$ cat src/hw/rtl/ttst_pkg.sv
// shared types and constants of the timed task slot table
`default_nettype none

package ttst_pkg;

    localparam int TASK_SLOTS_DEF = 8;
    localparam int MAX_FIRE       = 8;
    localparam int FIRE_W         = $clog2(MAX_FIRE + 1);

    // result kinds
    localparam logic [1:0] KIND_GRANT  = 2'd0;
    localparam logic [1:0] KIND_FULL   = 2'd1;
    localparam logic [1:0] KIND_FIRE   = 2'd2;
    localparam logic [1:0] KIND_FINISH = 2'd3;

    // request function codes
    localparam logic FUNC_SCHEDULE = 1'b0;
    localparam logic FUNC_TICK     = 1'b1;

    // one stored task
    typedef struct packed {
        logic [7:0]  pin;
        logic [31:0] start;
        logic [7:0]  value;
        logic        value2;
        logic [3:0]  action;
        logic        is_virtual;
    } entry_t;

endpackage

`default_nettype wire

$ cat src/hw/rtl/ttst_if.sv
// request and result channel interfaces of the timed task slot table
`default_nettype none

interface ttst_req_if;
    logic        valid;
    logic        ready;
    logic        func;
    logic [7:0]  pin;
    logic        is_virtual;
    logic [3:0]  action;
    logic [7:0]  value;
    logic        value2;
    logic [31:0] time_value;

    modport source (
        output valid, func, pin, is_virtual, action, value, value2, time_value,
        input  ready
    );
    modport sink (
        input  valid, func, pin, is_virtual, action, value, value2, time_value,
        output ready
    );
endinterface

interface ttst_rsp_if;
    logic        valid;
    logic        ready;
    logic [1:0]  kind;
    logic [2:0]  slot;
    logic [7:0]  fired_pin;
    logic        fired_virtual;
    logic [3:0]  fired_action;
    logic [7:0]  fired_value;
    logic        fired_value2;
    logic        any_fired;
    logic        last;

    modport source (
        output valid, kind, slot, fired_pin, fired_virtual, fired_action,
               fired_value, fired_value2, any_fired, last,
        input  ready
    );
    modport sink (
        input  valid, kind, slot, fired_pin, fired_virtual, fired_action,
               fired_value, fired_value2, any_fired, last,
        output ready
    );
endinterface

`default_nettype wire

$ cat src/hw/rtl/ttst_entry_mem.sv
// task entry memory, one write port and one registered read port
`default_nettype none

module ttst_entry_mem #(
    parameter int DEPTH = ttst_pkg::TASK_SLOTS_DEF,
    parameter int AW    = (DEPTH > 1) ? $clog2(DEPTH) : 1
) (
    input  wire logic             clk,
    input  wire logic             wr_en,
    input  wire logic [AW-1:0]    wr_addr,
    input  wire ttst_pkg::entry_t wr_data,
    input  wire logic             rd_en,
    input  wire logic [AW-1:0]    rd_addr,
    output ttst_pkg::entry_t      rd_data
);

    ttst_pkg::entry_t mem [DEPTH];
    ttst_pkg::entry_t rd_data_reg;

    always_ff @(posedge clk)
    begin
        if (wr_en)
        begin
            mem[wr_addr] <= wr_data;
        end
    end

    always_ff @(posedge clk)
    begin
        if (rd_en)
        begin
            rd_data_reg <= mem[rd_addr];
        end
    end

    assign rd_data = rd_data_reg;

endmodule

`default_nettype wire

$ cat src/hw/rtl/timed_task_slot_table_top.sv
// top level of the timed task slot table
// usage
//   req carries one request per transfer: func 0 schedules a one-shot task in the
//   lowest free slot, func 1 is a time tick carrying the current time
//   rsp carries results; a schedule gives one result (slot granted or table
//   full), a tick gives one result per fired task in slot order and then a
//   tick finished summary; last marks the final result of each request
// processing
//   one request is worked on at a time; a schedule passes through the summary
//   state to the output register; a tick walks the slots one at a time through
//   the entry memory: a free slot is skipped, a pending slot is read and then
//   time compared, and a summary follows; the walk ends early once MAX_FIRE
//   tasks have fired; the single read port of the entry memory is why the
//   slots are walked one at a time
// reset
//   every slot is free right after reset; pending flags are flops cleared
//   by rst_n, the entry memory itself needs no clearing pass
// stall
//   results go through an output register; a stalled rsp holds the walk on
//   its next result; a new request is taken once the final one is registered
`default_nettype none

module timed_task_slot_table_top #(
    parameter int TASK_SLOTS = ttst_pkg::TASK_SLOTS_DEF
) (
    input  wire logic clk,
    input  wire logic rst_n,
    ttst_req_if.sink  req,
    ttst_rsp_if.source rsp
);

    localparam int SLOT_W = (TASK_SLOTS > 1) ? $clog2(TASK_SLOTS) : 1;
    localparam int CNT_W  = $clog2(TASK_SLOTS + 1);

    // walk states
    localparam logic [1:0] ST_IDLE = 2'd0;
    localparam logic [1:0] ST_READ = 2'd1;
    localparam logic [1:0] ST_EVAL = 2'd2;
    localparam logic [1:0] ST_SUM  = 2'd3;

    logic [1:0]            state_reg, state_next;
    logic [CNT_W-1:0]      scan_reg, scan_next;
    logic [ttst_pkg::FIRE_W-1:0] fired_reg, fired_next;
    logic [31:0]           time_reg, time_next;
    logic [1:0]            kind_reg, kind_next;
    logic [2:0]            slot_reg, slot_next;
    logic [TASK_SLOTS-1:0] pending_reg, pending_next;

    // output register
    logic                  out_valid_reg, out_valid_next;
    logic [1:0]            out_kind_reg, out_kind_next;
    logic [2:0]            out_slot_reg, out_slot_next;
    logic [7:0]            out_pin_reg, out_pin_next;
    logic                  out_virtual_reg, out_virtual_next;
    logic [3:0]            out_action_reg, out_action_next;
    logic [7:0]            out_value_reg, out_value_next;
    logic                  out_value2_reg, out_value2_next;
    logic                  out_any_reg, out_any_next;
    logic                  out_last_reg, out_last_next;

    logic                  accept;
    logic                  out_free;
    logic [SLOT_W-1:0]     scan_idx;
    logic [TASK_SLOTS-1:0] free_vec;
    logic [TASK_SLOTS-1:0] free_oh;
    logic [SLOT_W-1:0]     free_idx;
    logic                  table_full;
    logic                  new_pending;

    logic                  mem_wr_en;
    ttst_pkg::entry_t      mem_wr_data;
    logic                  mem_rd_en;
    ttst_pkg::entry_t      mem_rd_data;
    logic                  due;

    assign accept   = req.valid && req.ready;
    assign out_free = !out_valid_reg || rsp.ready;
    assign scan_idx = scan_reg[SLOT_W-1:0];

    // lowest free slot: isolate lowest set bit, then encode
    assign free_vec   = ~pending_reg;
    assign free_oh    = free_vec & (~free_vec + TASK_SLOTS'(1));
    assign table_full = &pending_reg;

    always_comb
    begin
        free_idx = '0;
        for (int i = 0; i < TASK_SLOTS; i++)
        begin
            if (free_oh[i])
            begin
                free_idx = free_idx | SLOT_W'(i);
            end
        end
    end

    // a pin task with pin zero is stored but never becomes pending
    assign new_pending = req.is_virtual || (req.pin != 8'd0);

    always_comb
    begin
        mem_wr_data.pin        = req.is_virtual ? 8'd0 : req.pin;
        mem_wr_data.start      = req.time_value;
        mem_wr_data.value      = req.value;
        mem_wr_data.value2     = req.is_virtual ? req.value2 : 1'b0;
        mem_wr_data.action     = req.action;
        mem_wr_data.is_virtual = req.is_virtual;
    end

    assign mem_wr_en = accept && (req.func == ttst_pkg::FUNC_SCHEDULE) && !table_full;
    assign due       = time_reg >= mem_rd_data.start;

    ttst_entry_mem #(
        .DEPTH (TASK_SLOTS),
        .AW    (SLOT_W)
    ) u_entry_mem (
        .clk     (clk),
        .wr_en   (mem_wr_en),
        .wr_addr (free_idx),
        .wr_data (mem_wr_data),
        .rd_en   (mem_rd_en),
        .rd_addr (scan_idx),
        .rd_data (mem_rd_data)
    );

    assign req.ready = (state_reg == ST_IDLE);

    always_comb
    begin
        state_next   = state_reg;
        scan_next    = scan_reg;
        fired_next   = fired_reg;
        time_next    = time_reg;
        kind_next    = kind_reg;
        slot_next    = slot_reg;
        pending_next = pending_reg;
        mem_rd_en    = 1'b0;

        out_valid_next   = rsp.ready ? 1'b0 : out_valid_reg;
        out_kind_next    = out_kind_reg;
        out_slot_next    = out_slot_reg;
        out_pin_next     = out_pin_reg;
        out_virtual_next = out_virtual_reg;
        out_action_next  = out_action_reg;
        out_value_next   = out_value_reg;
        out_value2_next  = out_value2_reg;
        out_any_next     = out_any_reg;
        out_last_next    = out_last_reg;

        unique case (state_reg)
            ST_IDLE:
            begin
                if (accept)
                begin
                    time_next  = req.time_value;
                    scan_next  = '0;
                    fired_next = '0;
                    slot_next  = 3'd0;
                    if (req.func == ttst_pkg::FUNC_SCHEDULE)
                    begin
                        state_next = ST_SUM;
                        if (table_full)
                        begin
                            kind_next = ttst_pkg::KIND_FULL;
                        end
                        else
                        begin
                            kind_next              = ttst_pkg::KIND_GRANT;
                            slot_next              = 3'(free_idx);
                            pending_next[free_idx] = new_pending;
                        end
                    end
                    else
                    begin
                        kind_next  = ttst_pkg::KIND_FINISH;
                        state_next = ST_READ;
                    end
                end
            end

            ST_READ:
            begin
                priority if (scan_reg == CNT_W'(TASK_SLOTS) ||
                             fired_reg == ttst_pkg::FIRE_W'(ttst_pkg::MAX_FIRE))
                begin
                    state_next = ST_SUM;
                end
                else if (pending_reg[scan_idx])
                begin
                    mem_rd_en  = 1'b1;
                    state_next = ST_EVAL;
                end
                else
                begin
                    scan_next = scan_reg + CNT_W'(1);
                end
            end

            ST_EVAL:
            begin
                priority if (!due)
                begin
                    scan_next  = scan_reg + CNT_W'(1);
                    state_next = ST_READ;
                end
                else if (out_free)
                begin
                    out_valid_next         = 1'b1;
                    out_kind_next          = ttst_pkg::KIND_FIRE;
                    out_slot_next          = 3'(scan_idx);
                    out_pin_next           = mem_rd_data.pin;
                    out_virtual_next       = mem_rd_data.is_virtual;
                    out_action_next        = mem_rd_data.action;
                    out_value_next         = mem_rd_data.value;
                    out_value2_next        = mem_rd_data.value2;
                    out_any_next           = 1'b0;
                    out_last_next          = 1'b0;
                    pending_next[scan_idx] = 1'b0;
                    fired_next             = fired_reg + ttst_pkg::FIRE_W'(1);
                    scan_next              = scan_reg + CNT_W'(1);
                    state_next             = ST_READ;
                end
                else
                begin
                    // hold the read data until the output register frees up
                    state_next = ST_EVAL;
                end
            end

            ST_SUM:
            begin
                if (out_free)
                begin
                    out_valid_next   = 1'b1;
                    out_kind_next    = kind_reg;
                    out_slot_next    = slot_reg;
                    out_pin_next     = 8'd0;
                    out_virtual_next = 1'b0;
                    out_action_next  = 4'd0;
                    out_value_next   = 8'd0;
                    out_value2_next  = 1'b0;
                    out_any_next     = (kind_reg == ttst_pkg::KIND_FINISH) && (fired_reg != '0);
                    out_last_next    = 1'b1;
                    state_next       = ST_IDLE;
                end
            end

            default:
            begin
                state_next = ST_IDLE;
            end
        endcase
    end

    // control state
    always_ff @(posedge clk or negedge rst_n)
    begin
        if (!rst_n)
        begin
            state_reg     <= ST_IDLE;
            scan_reg      <= '0;
            fired_reg     <= '0;
            pending_reg   <= '0;
            out_valid_reg <= 1'b0;
        end
        else
        begin
            state_reg     <= state_next;
            scan_reg      <= scan_next;
            fired_reg     <= fired_next;
            pending_reg   <= pending_next;
            out_valid_reg <= out_valid_next;
        end
    end

    // payload
    always_ff @(posedge clk)
    begin
        time_reg        <= time_next;
        kind_reg        <= kind_next;
        slot_reg        <= slot_next;
        out_kind_reg    <= out_kind_next;
        out_slot_reg    <= out_slot_next;
        out_pin_reg     <= out_pin_next;
        out_virtual_reg <= out_virtual_next;
        out_action_reg  <= out_action_next;
        out_value_reg   <= out_value_next;
        out_value2_reg  <= out_value2_next;
        out_any_reg     <= out_any_next;
        out_last_reg    <= out_last_next;
    end

    assign rsp.valid         = out_valid_reg;
    assign rsp.kind          = out_kind_reg;
    assign rsp.slot          = out_slot_reg;
    assign rsp.fired_pin     = out_pin_reg;
    assign rsp.fired_virtual = out_virtual_reg;
    assign rsp.fired_action  = out_action_reg;
    assign rsp.fired_value   = out_value_reg;
    assign rsp.fired_value2  = out_value2_reg;
    assign rsp.any_fired     = out_any_reg;
    assign rsp.last          = out_last_reg;

endmodule

`default_nettype wire

$ cat src/flat_wrapper.sv
// flat-port wrapper written by rule: the top's interface ports become plain ports
module timed_task_slot_table_top_flat 
#(
    parameter int TASK_SLOTS = ttst_pkg::TASK_SLOTS_DEF
)
  (clk, rst_n, req_valid, req_func, req_pin, req_is_virtual, req_action, req_value, req_value2, req_time_value, req_ready, rsp_valid, rsp_kind, rsp_slot, rsp_fired_pin, rsp_fired_virtual, rsp_fired_action, rsp_fired_value, rsp_fired_value2, rsp_any_fired, rsp_last, rsp_ready);
  ttst_req_if req_i ();
  ttst_rsp_if rsp_i ();
  input  wire logic clk;
  input  wire logic rst_n;
  input wire logic [$bits(req_i.valid)-1:0] req_valid;
  input wire logic [$bits(req_i.func)-1:0] req_func;
  input wire logic [$bits(req_i.pin)-1:0] req_pin;
  input wire logic [$bits(req_i.is_virtual)-1:0] req_is_virtual;
  input wire logic [$bits(req_i.action)-1:0] req_action;
  input wire logic [$bits(req_i.value)-1:0] req_value;
  input wire logic [$bits(req_i.value2)-1:0] req_value2;
  input wire logic [$bits(req_i.time_value)-1:0] req_time_value;
  output wire logic [$bits(req_i.ready)-1:0] req_ready;
  output wire logic [$bits(rsp_i.valid)-1:0] rsp_valid;
  output wire logic [$bits(rsp_i.kind)-1:0] rsp_kind;
  output wire logic [$bits(rsp_i.slot)-1:0] rsp_slot;
  output wire logic [$bits(rsp_i.fired_pin)-1:0] rsp_fired_pin;
  output wire logic [$bits(rsp_i.fired_virtual)-1:0] rsp_fired_virtual;
  output wire logic [$bits(rsp_i.fired_action)-1:0] rsp_fired_action;
  output wire logic [$bits(rsp_i.fired_value)-1:0] rsp_fired_value;
  output wire logic [$bits(rsp_i.fired_value2)-1:0] rsp_fired_value2;
  output wire logic [$bits(rsp_i.any_fired)-1:0] rsp_any_fired;
  output wire logic [$bits(rsp_i.last)-1:0] rsp_last;
  input wire logic [$bits(rsp_i.ready)-1:0] rsp_ready;
  assign req_i.valid = req_valid;
  assign req_i.func = req_func;
  assign req_i.pin = req_pin;
  assign req_i.is_virtual = req_is_virtual;
  assign req_i.action = req_action;
  assign req_i.value = req_value;
  assign req_i.value2 = req_value2;
  assign req_i.time_value = req_time_value;
  assign req_ready = req_i.ready;
  assign rsp_valid = rsp_i.valid;
  assign rsp_kind = rsp_i.kind;
  assign rsp_slot = rsp_i.slot;
  assign rsp_fired_pin = rsp_i.fired_pin;
  assign rsp_fired_virtual = rsp_i.fired_virtual;
  assign rsp_fired_action = rsp_i.fired_action;
  assign rsp_fired_value = rsp_i.fired_value;
  assign rsp_fired_value2 = rsp_i.fired_value2;
  assign rsp_any_fired = rsp_i.any_fired;
  assign rsp_last = rsp_i.last;
  assign rsp_i.ready = rsp_ready;
  timed_task_slot_table_top #(.TASK_SLOTS(TASK_SLOTS)) u_core (.clk(clk), .rst_n(rst_n), .req(req_i), .rsp(rsp_i));
endmodule
$ cat config.mk
export PLATFORM = sky130hd
export DESIGN_NAME = timed_task_slot_table_top_flat
export DESIGN_NICKNAME = d
export VERILOG_FILES = /design/src/hw/rtl/ttst_pkg.sv /design/src/hw/rtl/ttst_if.sv /design/src/hw/rtl/ttst_entry_mem.sv /design/src/hw/rtl/timed_task_slot_table_top.sv /design/src/flat_wrapper.sv
export SDC_FILE = /design/constraint.sdc
export NUM_CORES = 1
export LEC_CHECK = 0
export BUFFER_PORTS_ARGS = -buffer_cell sky130_fd_sc_hd__buf_4
export CORE_UTILIZATION = 45
export CTS_BUF_LIST = sky130_fd_sc_hd__clkbuf_16
export CTS_CLUSTER_DIAMETER = 60
export DETAILED_ROUTE_END_ITERATION = 16
export SYNTH_ARGS = -nofsm -noshare
export SYNTH_HDL_FRONTEND = slang
export SYNTH_HIERARCHICAL = 1
export SYNTH_SLANG_ARGS = --single-unit
$ cat constraint.sdc
create_clock -name clk -period 13.5 [get_ports clk]
set_clock_uncertainty 0.15 [all_clocks]
set_input_delay 2.025 -clock clk [delete_from_list [all_inputs] [get_ports clk]]
set_output_delay 2.025 -clock clk [all_outputs]
set_load 0.01 [all_outputs]
-- After elaboration in Yosys (flattened, before gate mapping)
Memories as Yosys holds them, arrays and structs flattened. A register that Yosys moved wholly into a read port is not among the register bits.
Index checks and enable logic that the tools add are counted.
- add/subtract/negate cells: 3
- multipliers: 0
- div/mod/pow operators: 0
- order comparisons: 5
- eq/ne operators: 16
- shift operators: 0
- muxes and demuxes: 80
- bitwise operators: 6
- reduce and logical (&&, ||, !) cells: 25
- operator list (operator ; count):
    two-way mux 8 bit ; 11
    one-hot mux 8 bit (2 select lines) ; 3
    two-way mux 4 bit ; 10
    >= comparator 32 bit ; 1
    two-way mux 2 bit ; 12
    inverter 8 bit ; 3
    two-way mux 1 bit ; 22
    two-way mux 3 bit ; 7
    AND 8 bit ; 2
    one-hot mux 4 bit (2 select lines) ; 2
    one-hot mux 4 bit (3 select lines) ; 1
    inequality test 2 bit, second input constant ; 5
    one-hot mux 1 bit (2 select lines) ; 5
    adder 4 x 1 -> 4 bit, second input constant ; 2
    adder 8 x 1 -> 8 bit, second input constant ; 1
    bitwise mux 8 bit ; 1
    == test 4 bit, second input constant ; 2
    less-than comparator 3 x 4 -> 1 bit, second input constant ; 2
    one-hot mux 2 bit (4 select lines) ; 1
    AND reduction 4 bit ; 2
    AND reduction 8 bit ; 1
    nonzero test 8 bit ; 1
    demux 1 bit (select 3 bit) ; 2
    == test 2 bit, second input constant ; 3
    other kinds (21) ; 33
- register bits after elaboration: 85
- latch bits: 0
- memory bits (writable): 432
- memory bits (read-only): 0
- input bits: 59
- output and inout port bits: 31
- word-level logic and storage cells: 153
- memories kept: 1
- memories (memory ; depth ; bits a word ; rd ports ; clocked after Yosys merged registers in ; write ports ; RTL line ; source):
    u_core.u_entry_mem.mem ; 8 ; 54 ; 1 ; 1 ; 1 ; ttst_entry_mem.sv:17 ; ttst_pkg::entry_t mem [DEPTH];

-- Depth between registers and ports, before layout
- depth after elaboration: 20
- gate-level depth with buffers: 10
- gate-level depth less buffers: 9

-- Modules after synthesis
Netlist, hierarchy kept.
- modules (own cells, without submodules) (module ; times used ; cells an instance ; area an instance (sq um) ; seq. area each (sq um)):
    ttst_entry_mem ; 1 ; 691 ; 17867.1 ; 14594.0
    timed_task_slot_table_top ; 1 ; 404 ; 4479.3 ; 2457.4

-- Worst setup path after synthesis
Ideal clock, no wire load.
- kind: input -> register
- start point: input port req_func
- end point: memory u_core/u_entry_mem/mem[0][0] (netlist bit) (enable)
- data arrival time: 6.183 ns
- required time: 12.818 ns
- path slack: 6.635 ns
- cell stages on the path: 4
- cell sequence: a31o_2 nor2_1 nand2b_1 nor3_1
- longest elaborated chain between the ends: 5
- ends and longest elaborated chain (what ; RTL line ; source):
    start, declared ; flat_wrapper.sv:12 ; input wire logic [$bits(req_i.func)-1:0] req_func;
    inverter 1 bit ; timed_task_slot_table_top.sv:110 ; assign mem_wr_en = accept && (req.func == ttst_pkg::FUNC_SCHEDULE) && !table_full;
    logical AND 1 bit (2 in a row) ; timed_task_slot_table_top.sv:110 ;
    net u_core.mem_wr_en ; timed_task_slot_table_top.sv:70 ; logic mem_wr_en;
    two-way mux 1 bit ; ttst_entry_mem.sv:22 ; if (wr_en)
    two-way mux 1 bit (implied by the code) ; ttst_entry_mem.sv:24 ; mem[wr_addr] <= wr_data;
    end, declared ; ttst_entry_mem.sv:17 ;
The timed path passes the listed nets, and every way through them passes these cells.

-- Worst setup path after layout
- start point: input port req_func
- end point: memory u_core/u_entry_mem/mem[7][37] (netlist bit) (enable)
Same word-level chain as after synthesis.

==> results by group <==
Setup path
  – Startpoint types: primary input
  – CP endpoint kind: register
  – Worst endpoint required time: 13.57 ns
  – Worst Path Arrival: 4.12 ns
  – R2R setup slack: 9.62 ns
  – Peak fanout along the critical path: 40
  – Worst setup path class: in -> reg

Synth
  – Top FF cell, synth: edfxtp_1
  – Area leader, netlist: edfxtp_1
  – Number of synthesized register bits: 571
  – Simple-gate share of the synthesized area: 0.03511
  – Largest family of logic cells by synthesized area: multiplexers
  – Yosys top cell area share: 0.7418
  – Seq/Total Area, Yosys: 0.7630
  – Number of flops mapped to enable cells by yosys: 552
  – Syn Std Cell Area: 22350 um2
  – Post-Synthesis Cells: 1095
  – Post-synthesis cell type count: 50
  – Mux cell area share after synthesis: 0.1380
  – Post-synth ARST share: 0.03327
  – Synthesized Nets: 1194
  – Synth Area in XOR/XNOR: 0
  – Adder-cell share of the synthesized area: 0.02240
  – Ys Warns: 6
  – Synthesized area per cell: 20.41 um2
  – Area contributors post-synth: edfxtp_1 74%, mux4_2 11%, mux2_2 2.8%, ha_1 2.2%, dfrtp_1 2.1%
  – Synth cell count leaders: 552 x edfxtp_1, 108 x mux4_2, 56 x mux2_2
  – Compound-Gate Fraction of Synth Area: 0.02424
  – Cell with the most instances after synthesis: edfxtp_1

Drt
  – Antenna Violating Nets Remaining: 0
  – Pre-Repair DR Iteration Count: 5
  – Residual DRC: 0
  – DR iter-0 viols: 731
  – DR WL/cell: 22.22 um
  – Drt via density: 5.425
  – WL final: 43070 um
  – Via Count: 10514

Final layout
  – Layout overhead on the synthesized area: 15.27%
  – # nets final: 1320
  – Max FFs per register: 432
  – Fin area: 25760 um2
  – Utilization after layout: 0.5262
  – Share of cells above drive strength 1: 0.2907

Hold path
  – Hold/Removal Path Class: reg -> reg

Pwr
  – Pleak: 8.512 nW
  – VDD IR max: 0.1075 mV
  – Power Density: 191.2 nW/um2

STA
  – Slew Limit Fails: 0
  – Minimum clock period: 4.045 ns
  – Setup TNS: 0 ns
  – Worst slew margin: 0.2878
  – Hold_ws: 0.3797 ns
  – Fin crit share: 0.2997
  – # setup viols final: 0
  – Final worst slack: 9.455 ns
  – Worst Tran Pin Value: 1.066 ns
  – Hold Violations, Final: 0
  – RSZ-0062 raised after global routing: no
  – FMAX: 247.2 MHz

Global routing
  – First-pass GRT wire length: 65580 um
  – GRT Resource Usage Total: 0.1747
  – Largest net degree at the start of global routing: 65
  – Initial antenna violation count: 2
  – Grt ovf: 0
  – Vias in the first global route: 10815

Place
  – Post-place instance area: 23820 um2
  – Post-Place Worst Slack: 8.813 ns
  – Routability cong.: 0.8208
  – HPWL Detailed: 23000 um
  – Port bufs: 89

Floorplanning
  – Total core area: 48950 um2
  – Die footprint: 50550 um2
  – I/O pin cnt: 90
  – Die H: 224.8 um
  – # rows: 81
  – Initial core utilization: 0.4565
  – Die W: 224.8 um

Clock network
  – Clock buffers created by TritonCTS: 60
  – CTS Buffer Depth: 3
  – Skew-Pair Late Insertion Delay: 0.61 ns
  – CTS tree: done
  – CTS HTree Levels: 2
  – Number of gates resized after CTS: 0
  – Root buf cell: clkbuf_16
  – Hold-fix buffers, CTS: 0
  – Clock slew at reported path FFs: 0.06 ns
  – CTS Sinks: 571
  – Post-CTS Setup Bufs: 0

Status
  – Outcome: complete, no violations

Run
  – Max Cap Viol: 0
report_power, final:
| part | internal, W | leakage, nW | switching [W] | total, W |
|---|---|---|---|---|
| registers | 0.00217 | 5.25 | 0.000121 | 0.00229 |
| clock network | 0.000926 | 0.993 | 0.000665 | 0.00159 |
| logic | 0.000508 | 2.27 | 0.000533 | 0.00104 |
| total | 0.00361 | 8.51 | 0.00132 | 0.00493 |
cells by family (layout without fill, tap and decap cells):
| kind of cell | Yosys count | count (layout) |
|---|---|---|
| flip-flops | 571 | 571 |
| multiplexers | 166 | 166 |
| AND/OR/NAND/NOR | 149 | 149 |
| buffers and inverters | 86 | 264 |
| AO/OA/AOI/OAI | 83 | 83 |
| adder cells (fa/ha/maj) | 40 | 40 |
| other | 0 | 1 |
layout make-up:
type / count / area [um2]
multi-input combinational: 438 / 4977
fill: 3878 / 23190
tap: 664 / 830.8
clock inverter: 52 / 384.1
sequential: 571 / 17060
inverter: 46 / 172.7
clock buffer: 62 / 1551
antenna: 1 / 2.502
timing repair buffer: 104 / 780.7
metrics by stage:
stage | total power, W | std cells
2_1_floorplan | 0.003060 | 1095
3_3_place_gp | 0.003379 | 1823
3_5_place_dp | 0.003394 | 1823
4_1_cts | 0.004995 | 1937
5_1_grt | 0.005148 | 1937
6_report | 0.004925 | 1938
critical path: stages:
cell,delay (ns)
buf_4,0.13
a31o_2,0.26
nor2_1,0.18
nand2_1,0.24
nor2_4,0.55
buf_4,0.70
routing by layer:
layer	vias to the layer above	track usage	part of all wire	routed length (um)
met3	73	0.02769	0.039	1693
met4	2	0.05684	0.023	973
met2	223	0.2807	0.49	21020
met1	5525	0.2455	0.45	19380
met5	-	0	0.00021	9
li1	4691	-	-	-
path summary, 6_finish.rpt:
check | start | endpoint | depth (start not counted)
max in group asynchronous | rst_n | u_core/scan_reg[0] | 1
min in group asynchronous | rst_n | u_core/fired_reg[3] | 1
worst min register to register | u_core/slot_reg[2] | u_core/rsp.slot[2] | 2
worst min-delay path | u_core/slot_reg[2] | u_core/rsp.slot[2] | 2
worst max register to register | u_core/scan_reg[0] | u_core/u_entry_mem/rd_data[36] | 4
worst max-delay path | req_func | u_core/u_entry_mem/mem[7][37] | 6
cells in the final DEF (no fill, tap or decap), drive strengths merged, types with 5 or more instances in the layout:
cell type and count:
inv 59, clkbuf 62, nand4 5, nor2b 40, nand2 40, o211ai 5
nand3 9, dfrtp 19, mux4 108, a21oi 22, bufinv 5, clkinv 34
buf 104, nor2 19, nand2b 9, mux2 56, o21ai 25, nor3 9
edfxtp 552, ha 40, a31oi 6
(Power assumes the default switching activity.)
